File: src/rtl/assert_macros.svh
// Concurrent assertion helpers shared by the RTL.
`ifndef ASSERT_MACROS_SVH
`define ASSERT_MACROS_SVH

// Same-cycle implication, disabled while reset is held.
`define ASSERT_IMPLIES(label, clk, rst_n, ante, cons, msg) \
    label: assert property (@(posedge clk) disable iff (!rst_n) (ante) |-> (cons)) \
        else $error(msg);

// Next-cycle implication, disabled while reset is held.
`define ASSERT_NEXT(label, clk, rst_n, ante, cons, msg) \
    label: assert property (@(posedge clk) disable iff (!rst_n) (ante) |=> (cons)) \
        else $error(msg);

`endif

File: src/rtl/mpsm_pkg.sv
package mpsm_pkg;

    localparam int DEF_MAX_WORDS = 8;
    localparam int DEF_WORD_BITS = 64;

    // Fixed field widths on the ports
    localparam int FIELD_W      = 64;
    localparam int COUNT_W      = 4;
    localparam int COUNT_MAX    = (1 << COUNT_W) - 1;
    localparam int TOP_W        = 4;
    localparam int CFG_IDX_W    = 2;
    localparam int CFG_DATA_W   = 4;

    localparam logic [COUNT_W-1:0] WORD_COUNT_RESET = COUNT_W'(8);

    // Configuration register indexes
    localparam logic [CFG_IDX_W-1:0] REG_WORD_COUNT = CFG_IDX_W'(0);
    localparam logic [CFG_IDX_W-1:0] REG_MSW_FIRST  = CFG_IDX_W'(1);

    typedef struct packed {
        logic [FIELD_W-1:0] a_word;
        logic [FIELD_W-1:0] b_word;
    } t_in_item;

    typedef struct packed {
        logic [FIELD_W-1:0] product_word;
        logic               last_word;
    } t_out_item;

    typedef enum logic [2:0] {
        S_LOAD,
        S_FETCH,
        S_MUL,
        S_COL,
        S_LAST,
        S_RD,
        S_OUT
    } t_state;

endpackage

File: src/rtl/mpsm_ram.sv
module mpsm_ram #(
    parameter int WIDTH  = mpsm_pkg::DEF_WORD_BITS,
    parameter int DEPTH  = mpsm_pkg::DEF_MAX_WORDS,
    parameter int ADDR_W = (DEPTH > 1) ? $clog2(DEPTH) : 1
) (
    input  logic              i_clk,
    input  logic              i_we,
    input  logic [ADDR_W-1:0] i_waddr,
    input  logic [WIDTH-1:0]  i_wdata,
    input  logic              i_re,
    input  logic [ADDR_W-1:0] i_raddr,
    output logic [WIDTH-1:0]  o_rdata
);
    import mpsm_pkg::*;

    logic [WIDTH-1:0] r_mem [DEPTH];
    logic [WIDTH-1:0] r_rdata;

    always_ff @(posedge i_clk) begin
        if (i_we) begin
            r_mem[i_waddr] <= i_wdata;
        end
    end

    // Hold read data until the next read
    always_ff @(posedge i_clk) begin
        if (i_re) begin
            r_rdata <= r_mem[i_raddr];
        end
    end

    assign o_rdata = r_rdata;

endmodule
File: config.mk
export PLATFORM = sky130hd
export DESIGN_NAME = mpsm_ram
export DESIGN_NICKNAME = d
export VERILOG_FILES = /design/src/rtl/assert_macros.svh /design/src/rtl/mpsm_pkg.sv /design/src/rtl/mpsm_ram.sv
export SDC_FILE = /design/constraint.sdc
export NUM_CORES = 1
export LEC_CHECK = 0
export ABC_AREA = 1
export BUFFER_PORTS_ARGS = -buffer_cell sky130_fd_sc_hd__buf_2
export CAP_MARGIN = 40
export CORE_ASPECT_RATIO = 0.6
export CORE_MARGIN = 5
export CORE_UTILIZATION = 55
export DETAILED_ROUTE_END_ITERATION = 8
export PLACE_DENSITY = 0.76
export REMOVE_ABC_BUFFERS = 1
export SYNTH_ARGS = -nofsm -noshare
export SYNTH_HDL_FRONTEND = slang
export SYNTH_SLANG_ARGS = --single-unit
File: constraint.sdc
create_clock -name i_clk -period 4.05 [get_ports i_clk]
set_input_delay 0.6075 -clock i_clk [delete_from_list [all_inputs] [get_ports i_clk]]
set_output_delay 0.6075 -clock i_clk [all_outputs]
set_load 0.02 [all_outputs]
After elaboration in Yosys (flattened, before gate mapping) --
Memory sizes are Yosys's and may differ from the RTL's. A register that Yosys moved wholly into a read port is not among the register bits. Index checks and enable logic that the tools add are counted.
Storage, ports and cells: ROM bits 0, memories 1, word-level logic and storage cells 3, bits in latches 0, input bits 73, memory bits (writable) 512, bits in registers 0
Cells by class: $lt $le $gt $ge 0, shifts and indexed selects 0, multiply operators 0, divide/modulo/power cells 0, reductions and logical operators 0, mux-type cells 2, add/subtract/negate cells 0, bitwise logic cells 0, equality and inequality tests 0
Memories:
- r_mem | words 8, width 64, rd ports 1, clocked after memory_dff 1, write ports 1, RTL line mpsm_ram.sv:16 | logic [WIDTH-1:0] r_mem [DEPTH];
Operators with widths (number):
- $mux 1 | 2

Longest topological paths before layout --
Gate-level depths: netlist of the first run.
word-level depth 2, depth in mapped cells 9, gate-level depth less buffers 6

Worst setup path before layout of the first run --
OpenSTA, ideal clock, no wires.
kind input-to-reg, start point input port i_waddr[0], end point memory r_mem[0][0] in the netlist's numbering (enable), library setup time 0.487 ns, cell stages on the path 3, arrival time 3.426 ns, setup slack 0.138 ns, buffers on the path 0, cells stage by stage inv_1 > nand2_1 > nor2_1
RTL lines:
- start, declared | RTL line mpsm_ram.sv:8 | input logic [ADDR_W-1:0] i_waddr,
- end, declared | RTL line mpsm_ram.sv:16
No word-level cell before the write port.

==> results of run 1 <==
## worst max path at each step
stage,startpoint,end,slack (ns),depth (start not counted)
final,i_raddr[0],o_rdata[1],1.86,7
after global placement,i_raddr[0],o_rdata[59],1.46,7
after CTS,i_raddr[0],o_rdata[1],1.94,7
after detailed placement,i_raddr[0],o_rdata[24],1.38,8
after floorplan,i_waddr[0],r_mem[0][0],0.14,3
after global routing,i_raddr[0],o_rdata[34],1.79,8
## power groups by stage
stage	clock network [mW]	logic, mW	registers [mW]
detailed placement	0	0.864	7.00
CTS	4.67	0.870	6.87
finish	4.59	0.865	6.87
global placement	0	0.824	6.99
global route	4.93	0.965	6.89
floorplan	0	0.395	7.06
## stage by stage
stage | utilization | hold WS, ns
2_1_floorplan | - | 0.6618
3_3_place_gp | 0.5856 | 0.6736
3_5_place_dp | 0.5872 | 0.6956
4_1_cts | 0.6226 | 0.2530
5_1_grt | 0.6227 | 0.2733
6_report | 0.6227 | 0.2863
## sequential cells by signal, indices dropped and copies added (netlist names)
name / flops
r_mem: 512
o_rdata: 64
## kinds of logic (layout without fill, tap and decap cells)
| group | count (synthesis) | count (layout) |
|---|---|---|
| other | 0 | 3 |
| flip-flops | 576 | 576 |
| AND/OR/NAND/NOR | 1102 | 1102 |
| buffers and inverters | 616 | 768 |
## synthesized netlist by cell type, drive strengths merged
master    n  share of area
nor2      8         0.0012
nand2   838           0.13
buf      89          0.023
clkbuf    9         0.0014
inv     518          0.080
edfxtp  576           0.71
nand3   256          0.053
## per-layer routing
layer	up-vias	routed length, um	global-route usage
met5	-	64	0
met4	10	1046	0.05255
met3	95	4070	0.03787
met2	549	25780	0.3621
met1	7431	22540	0.3063
li1	7410	-	-
## cell type report
| type | count | area (um2) |
|---|---|---|
| Sequential cell | 576 | 17300 |
| Clock inverter | 23 | 210.2 |
| Fill cell | 3281 | 16400 |
| Inverter | 518 | 1956 |
| Clock buffer | 65 | 1329 |
| Tap cell | 579 | 724.4 |
| Multi-Input combinational cell | 1102 | 4517 |
| Antenna cell | 3 | 7.507 |
| Timing Repair Buffer | 162 | 1037 |
==> results.sh, run 1 <==
export IMPL_outcome="completed"
export IMPL_slowest_delay_ns=0.58
export IMPL_switchingPower_mw=2.775
export IMPL_synth_compound_area_frac=0
export IMPL_detailed_place_area_um2=25530
export IMPL_crit_top_cell="nand2_1"
export IMPL_crit_path_end_kind="flop"
export IMPL_cts_made_buffers=51
export IMPL_combPwrFrac=0.070
export IMPL_grt_overflow=0
export IMPL_synth_yosys_seq_area_share=0.7118
export IMPL_final_common_cell="nand2_1"
export IMPL_path_clk_slew_ns=0.07
export IMPL_synth_cell_area_um2=24300
export IMPL_routed_via_count=15500
export IMPL_hold_path_startpoint="i_wdata[16]"
export IMPL_design_final_nets=2484
export IMPL_route_detailed_vias_per_inst=5.117
export IMPL_detail_route_wirelength_um=53500
export IMPL_clock_skew_ns=0.02286
export IMPL_hold_path_class="in2reg"
export IMPL_drc=0
export IMPL_initial_antenna_violation_count=8
export IMPL_rows=59
export IMPL_timing_max_transition_violations_final=0
export IMPL_post_synth_cell_area_avg_um2=10.59
export IMPL_ant_nets=0
export IMPL_path_cells="clkbuf_8 -> buf_12 -> nand2_1 -> nand3_1 -> nand2_1 -> nand2_1 -> nand2_1"
export IMPL_io_pin_count=137
export IMPL_synth_seq_cells=576
export IMPL_powerDensity_nw_per_um2=455.5
export IMPL_ff2ff_path_depth=6
export IMPL_class_of_the_most_critical_setup_path="in2reg"
export IMPL_p_leak_nw=12.27
export IMPL_share_seq_of_total_power=0.557
export IMPL_grt_first_pass_wirelength_um=84010
export IMPL_finalInstanceArea_um2=27080
export IMPL_total_global_routing_track_utilization=0.2183
export IMPL_power_switching_share=0.2250
export IMPL_die_area_um2=48620
export IMPL_worst_max_slew_pin_slew_ns=0.8060
export IMPL_worst_hold_path_stage_count=1
export IMPL_reg2reg_to="o_rdata[41]"
export IMPL_crit_required_ns=4.36
export IMPL_setup_slack_ns=1.857
export IMPL_drt_iter0_drc=1467
export IMPL_post_layout_nonfiller_instances=3028
export IMPL_place_gp_congestion=0.7591
export IMPL_largest_fanout_of_any_net_on_the_critical_path=153
export IMPL_worstPathBufferInverterCount=2
export IMPL_crit_reg2reg_launch="r_mem[3][41]"
export IMPL_height_of_the_die_um=172.8
export IMPL_timing_final_crit_share=0.5415
export IMPL_dp_final_hpwl_um=28830
export IMPL_synth_yosys_warnings=0
export IMPL_timing_setup_tns_ns=0
export IMPL_final_layout_size_suffix_gt1_frac=0.09648
export IMPL_crit_arrival_ns=2.51
export IMPL_slew_headroom=0.4627
export IMPL_worst_hold_path_endpoint="r_mem[7][16]"
export IMPL_post_synth_inst_count=2294
export IMPL_clock_latency_ns=0.58
export IMPL_cts_resized=0
export IMPL_worst_path_dominant_cell_family="buffers and inverters"
export IMPL_clockBufferDepth=3
export IMPL_cts_htree_levels=2
export IMPL_mostFrequentLayoutCells="nand2_1, edfxtp_1, inv_1"
export IMPL_number_of_input_and_output_port_buffers_inserted=136
export IMPL_synth_simple_area_share=0.1834
export IMPL_worst_r2r_setup_slack_ns=2.87
export IMPL_initial_utilization=0.5588
export IMPL_place_worst_setup_slack_ns=1.380
export IMPL_clock_fmax_ghz=0.4559
export IMPL_first_global_vias=15270
export IMPL_worst_path_max_delay_cell="buf_12"
export IMPL_power_ir_vdd_worst_mv=0.3881
export IMPL_timing_hold_violations_final=0
export IMPL_cts_tree="yes"
export IMPL_cts_hold_buffers_added=0
export IMPL_wl_per_cell_um=17.67
export IMPL_clock_root_buffer="clkbuf_16"
export IMPL_adder_and_majority_gate_portion_of_the_synthesized_area=0
export IMPL_grt_start_max_net_pins=154
export IMPL_coreArea_um2=43480
export IMPL_yosys_mux_area_fraction=0
export IMPL_drt_first_pass_iters=5
export IMPL_power_mw=12.33
export IMPL_max_cap_violations=0
export IMPL_yosysUniqueCellTypes=11
export IMPL_fp_dieW_um=281.4
export IMPL_numPlacedInstances=2937
export IMPL_rsz0062_at_grt="no"
export IMPL_cts_repair_timing_setup_buffer_count=0
export IMPL_finalCriticalPeriod_ns=2.193
export IMPL_finalSetupViolCount=0
export IMPL_critPathLaunchType="primary input"
export IMPL_clockPowerShare=0.373
export IMPL_yosys_area_share_xor_xnor=0
export IMPL_cts_sinks=576
export IMPL_layout_area_overhead_vs_synth_pct=11.44
export IMPL_dominant_combinational_cell_family_by_area_after_synthesis="simple AND/OR/NAND/NOR gates"
export IMPL_p_int_mw=9.558
Note: power is estimated with default switching activity, not from simulation.
==> run 2: changes to the inputs <==
--- a/config.mk
+++ b/config.mk
@@ -5,14 +5,14 @@
 export SDC_FILE = /design/constraint.sdc
 export NUM_CORES = 1
 export LEC_CHECK = 0
-export ABC_AREA = 1
+export ABC_AREA = 0
 export BUFFER_PORTS_ARGS = -buffer_cell sky130_fd_sc_hd__buf_2
 export CAP_MARGIN = 40
 export CORE_ASPECT_RATIO = 0.6
 export CORE_MARGIN = 5
-export CORE_UTILIZATION = 55
+export CORE_UTILIZATION = 60
 export DETAILED_ROUTE_END_ITERATION = 8
-export PLACE_DENSITY = 0.76
+export PLACE_DENSITY = 0.79
 export REMOVE_ABC_BUFFERS = 1
 export SYNTH_ARGS = -nofsm -noshare
 export SYNTH_HDL_FRONTEND = slang
==> constraint.sdc (replaced) <==
create_clock -name i_clk -period 2.2 [get_ports i_clk]
set_input_delay 0.33 -clock i_clk [delete_from_list [all_inputs] [get_ports i_clk]]
set_output_delay 0.33 -clock i_clk [all_outputs]
set_load 0.02 [all_outputs]
==> results.sh, run 2 <==
export IMPL_grt_start_max_net_pins=65
export IMPL_drt_first_pass_iters=5
export IMPL_slew_headroom=0.6362
export IMPL_finalCriticalPeriod_ns=1.552
export IMPL_critPathLaunchType="flop"
export IMPL_clock_root_buffer="clkbuf_16"
export IMPL_p_leak_nw=7.955
export IMPL_detail_route_wirelength_um=40770
export IMPL_setup_slack_ns=0.6483
export IMPL_path_cells="buf_2"
export IMPL_timing_max_transition_violations_final=0
export IMPL_clock_skew_ns=0.01375
export IMPL_worst_path_max_delay_cell="edfxtp_1"
export IMPL_largest_register="r_mem"
export IMPL_slowest_delay_ns=0.46
export IMPL_class_of_the_most_critical_setup_path="reg2out"
export IMPL_route_detailed_vias_per_inst=6.136
export IMPL_io_pin_count=137
export IMPL_final_layout_size_suffix_gt1_frac=0.4164
export IMPL_post_synth_main_area_contributors="edfxtp_1, mux4_2, mux2_2"
export IMPL_rsz0062_at_grt="no"
export IMPL_timing_hold_violations_final=0
export IMPL_rows=53
export IMPL_ant_nets=0
export IMPL_power_ir_vdd_worst_mv=0.6903
export IMPL_synth_top_area_share=0.8163
export IMPL_post_synth_inst_count=816
export IMPL_place_worst_setup_slack_ns=0.2365
export IMPL_yosys_cell_count_top_type="edfxtp_1"
export IMPL_initial_utilization=0.6063
export IMPL_coreArea_um2=34950
export IMPL_synth_yosys_seq_area_share=0.8163
export IMPL_numPlacedInstances=1426
export IMPL_cts_resized=0
export IMPL_largest_register_ff_count=512
export IMPL_netlist_top_cells_count="edfxtp_1, mux4_2, mux2_2"
export IMPL_synth_seq_cells=576
export IMPL_finalSetupViolCount=0
export IMPL_total_global_routing_track_utilization=0.2110
export IMPL_cts_repair_timing_setup_buffer_count=0
export IMPL_path_clk_slew_ns=0.07
export IMPL_initial_antenna_violation_count=7
export IMPL_timing_final_crit_share=0.7053
export IMPL_crit_path_end_kind="output pin"
export IMPL_cts_tree="yes"
export IMPL_synth_cell_area_um2=21190
export IMPL_worst_r2r_setup_slack_ns=0.80
export IMPL_max_cap_violations=0
export IMPL_first_global_vias=9844
export IMPL_yosysTopAreaCell="edfxtp_1"
export IMPL_cts_htree_levels=2
export IMPL_layout_area_overhead_vs_synth_pct=15.52
export IMPL_finalInstanceArea_um2=24480
export IMPL_routed_via_count=9296
export IMPL_number_of_input_and_output_port_buffers_inserted=136
export IMPL_synth_async_sr_flop_share=0
export IMPL_grt_overflow=0
export IMPL_design_final_nets=1084
export IMPL_synth_yosys_warnings=0
export IMPL_cts_sinks=576
export IMPL_clock_fmax_ghz=0.6445
export IMPL_wl_per_cell_um=26.91
export IMPL_layout_utilization=0.7004
export IMPL_clock_latency_ns=0.57
export IMPL_drt_iter0_drc=874
export IMPL_clockBufferDepth=3
export IMPL_detailed_place_area_um2=22990
export IMPL_worstPathBufferInverterCount=1
export IMPL_post_synth_cell_area_avg_um2=25.97
export IMPL_grt_first_pass_wirelength_um=61750
export IMPL_largest_fanout_of_any_net_on_the_critical_path=1
export IMPL_drc=0
export IMPL_die_area_um2=39290
export IMPL_post_layout_nonfiller_instances=1515
export IMPL_crit_arrival_ns=1.22
export IMPL_num_fill_cells=2032
export IMPL_synth_edf_count=576
export IMPL_hold_path_class="in2reg"
export IMPL_mostFrequentLayoutCells="edfxtp_1, buf_2, mux4_2"
export IMPL_cts_made_buffers=49
export IMPL_crit_required_ns=1.87
export IMPL_height_of_the_die_um=155.6
export IMPL_yosysUniqueCellTypes=12
export IMPL_fp_dieW_um=252.6
export IMPL_final_common_cell="edfxtp_1"
export IMPL_powerDensity_nw_per_um2=901.5
export IMPL_worst_path_dominant_cell_family="flip-flops"
export IMPL_dp_final_hpwl_um=23250
export IMPL_worst_max_slew_pin_slew_ns=0.5457
export IMPL_ys_dominant_reg_cell="edfxtp_1"
export IMPL_place_gp_congestion=0.7134
export IMPL_timing_hold_ws_ns=0.02906
export IMPL_outcome="completed"
run 2: metrics by stage:
step / setup TNS, ns / power, mW
CTS: 0 / 22.27
global placement: 0 / 14.17
global route: 0 / 22.88
finish: 0 / 22.06
detailed placement: 0 / 14.22
floorplan: -968.44 / 13.51
run 2: logic make-up after synthesis:
family                 share of synthesized area
DFF                                       0.8163
buffers and inverters                    0.01081
muxes                                     0.1701
and+or+nand+nor                         0.002776
run 2: worst paths after layout:
| check | start | end | cells past startpoint |
|---|---|---|---|
| hold / removal | i_wdata[7] | r_mem[7][7] | 1 |
| setup reg to reg | r_mem[5][1] | o_rdata[1] | 2 |
| setup / recovery | o_rdata[7] | o_rdata[7] | 1 |
| hold reg to reg | r_mem[2][21] | o_rdata[21] | 2 |
run 2: timing repair:
action / CTS / global route
hold buffers: 1 / 0
hold endpoints to repair: 6 / 0
endpoints found under the setup margin: 0 / 0
run 2: layout make-up:
class | count | area, um2 | share of cell area
diodes | 1 | 2.502 | 0.0001022
clock buffers | 67 | 1336 | 0.05460
clock inverters | 20 | 137.6 | 0.005623
multi-input cells | 205 | 3717 | 0.1519
flip-flops and latches | 576 | 17300 | 0.7067
well taps | 467 | 584.3 | 0.02387
repair buffers | 179 | 1401 | 0.05725
run 2: routing by layer:
metal,GRT usage,up-vias,share of wire,wire [um]
met3,0.04315,59,0.071,2889
met1,0.3170,4975,0.42,17260
met2,0.3362,342,0.49,19990
li1,-,3908,-,-
met5,0,-,0.0020,83
met4,0.04003,12,0.013,546
run 2: power breakdown:
part | internal (mW) | leakage (nW) | switching (mW)
clock | 4.47 | 0.716 | 3.63
combinational | 0.598 | 1.96 | 0.720
sequential | 12.5 | 5.28 | 0.115
==> run 3: changes to the inputs <==
==> constraint.sdc (replaced) <==
create_clock -name i_clk -period 1.6 [get_ports i_clk]
set_input_delay 0.24 -clock i_clk [delete_from_list [all_inputs] [get_ports i_clk]]
set_output_delay 0.24 -clock i_clk [all_outputs]
set_load 0.02 [all_outputs]
==> results.sh, run 3 (synthesis gave the netlist of run 2 again) <==
export IMPL_io_pin_count=137
export IMPL_timing_hold_violations_final=0
export IMPL_clock_skew_ns=0.01975
export IMPL_power_ir_vdd_worst_mv=1.012
export IMPL_largest_register_ff_count=512
export IMPL_worstPathBufferInverterCount=1
export IMPL_mostFrequentLayoutCells="edfxtp_1, buf_2, mux4_2"
export IMPL_final_common_cell="edfxtp_1"
export IMPL_multiInputGateArea_um2=3717
export IMPL_initial_antenna_violation_count=3
export IMPL_total_global_routing_track_utilization=0.2180
export IMPL_finalSetupViolCount=0
export IMPL_finalInstanceArea_um2=25480
export IMPL_design_final_nets=1167
export IMPL_cts_sinks=576
export IMPL_path_cells="buf_2"
export IMPL_rsz0062_at_grt="no"
export IMPL_layout_area_overhead_vs_synth_pct=20.27
export IMPL_cts_repair_timing_setup_buffer_count=0
export IMPL_clockBufferDepth=3
export IMPL_critPathLaunchType="flop"
export IMPL_power_mw=31.56
export IMPL_cts_made_buffers=49
export IMPL_hold_path_class="in2reg"
export IMPL_worst_max_slew_pin_slew_ns=0.4311
export IMPL_detailed_place_area_um2=23180
export IMPL_cts_htree_levels=2
export IMPL_worst_r2r_setup_slack_ns=0.18
export IMPL_drt_iter0_drc=963
export IMPL_initial_utilization=0.6063
export IMPL_num_fill_cells=1896
export IMPL_number_of_input_and_output_port_buffers_inserted=136
export IMPL_clock_latency_ns=0.57
export IMPL_timing_max_transition_violations_final=0
export IMPL_crit_required_ns=1.36
export IMPL_ant_nets=0
export IMPL_sequential_cell_area_um2=17300
export IMPL_route_detailed_vias_per_inst=5.990
export IMPL_grt_start_max_net_pins=44
export IMPL_die_area_um2=39290
export IMPL_timing_hold_ws_ns=0.1933
export IMPL_max_cap_violations=0
export IMPL_height_of_the_die_um=155.6
export IMPL_first_global_vias=10140
export IMPL_class_of_the_most_critical_setup_path="reg2out"
export IMPL_powerDensity_nw_per_um2=1239
export IMPL_path_clk_slew_ns=0.07
export IMPL_routed_via_count=9614
export IMPL_coreArea_um2=34950
export IMPL_crit_arrival_ns=1.24
export IMPL_p_leak_nw=8.421
export IMPL_slowest_delay_ns=0.47
export IMPL_grt_first_pass_wirelength_um=63780
export IMPL_grt_overflow=0
export IMPL_largest_register="r_mem"
export IMPL_cts_tree="yes"
export IMPL_finalCriticalPeriod_ns=1.478
export IMPL_timing_final_crit_share=0.9238
export IMPL_slew_headroom=0.7126
export IMPL_largest_fanout_of_any_net_on_the_critical_path=1
export IMPL_drt_first_pass_iters=5
export IMPL_fp_dieW_um=252.6
export IMPL_clock_root_buffer="clkbuf_16"
export IMPL_layout_utilization=0.7292
export IMPL_dp_final_hpwl_um=24420
export IMPL_clock_fmax_ghz=0.6766
export IMPL_final_layout_size_suffix_gt1_frac=0.4167
export IMPL_worst_path_max_delay_cell="edfxtp_1"
export IMPL_place_gp_congestion=0.7293
export IMPL_outcome="completed"
export IMPL_drc=0
export IMPL_crit_path_end_kind="output pin"
export IMPL_wl_per_cell_um=26.08
export IMPL_rows=53
export IMPL_worst_path_dominant_cell_family="flip-flops"
export IMPL_detail_route_wirelength_um=41850
==> run 3: final timing paths <==
kind,endpoint,cells past startpoint,start
hold / removal,o_rdata[35],2,i_re
hold reg to reg,o_rdata[40],2,r_mem[4][40]
setup / recovery,o_rdata[4],1,o_rdata[4]
setup reg to reg,o_rdata[39],2,r_mem[5][39]
==> run 3: what timing repair did <==
| action | 4_1_cts | 5_1_grt |
|---|---|---|
| hold buffers | 64 | 0 |
| gates resized for setup | 0 | 0 |
| endpoints found under the hold margin | 512 | 0 |
==> run 3: cell type report <==
cell class | instances | share of cell area
multi-input cells | 205 | 0.1459
diodes | 3 | 0.0002946
well taps | 467 | 0.02293
flip-flops and latches | 576 | 0.6788
clock inverters | 33 | 0.01375
clock buffers | 59 | 0.05126
repair buffers | 262 | 0.08711
==> run 3: power breakdown <==
group / switching (mW) / total, mW / internal (mW)
registers: 0.163 / 17.4 / 17.2
clock network: 5.21 / 12.2 / 6.98
logic: 1.03 / 1.98 / 0.950
==> run 3: routing by layer <==
| metal | GRT usage | routed length (um) | vias up |
|---|---|---|---|
| li1 | - | - | 4075 |
| met1 | 0.3291 | 17990 | 5118 |
| met2 | 0.3501 | 20490 | 363 |
| met3 | 0.04299 | 2823 | 54 |
| met4 | 0.03538 | 540 | 4 |
| met5 | 0 | 14 | - |
==> run 3: worst register-to-register path: stages, from the launching register on <==
cell	delay, ns
edfxtp_1	0.41
mux4_2	0.50
mux2_2	0.28
==> run 3: metrics by stage <==
step / cells / worst slack [ns] / setup TNS [ns]
final: 1605 / 0.1219 / 0
after global routing: 1603 / 0.09133 / 0
after CTS: 1602 / 0.1081 / 0
after detailed placement: 1446 / -0.2230 / -10.73
after global placement: 1446 / -0.1927 / -9.545
after floorplan: 781 / -3.736 / -1229.56
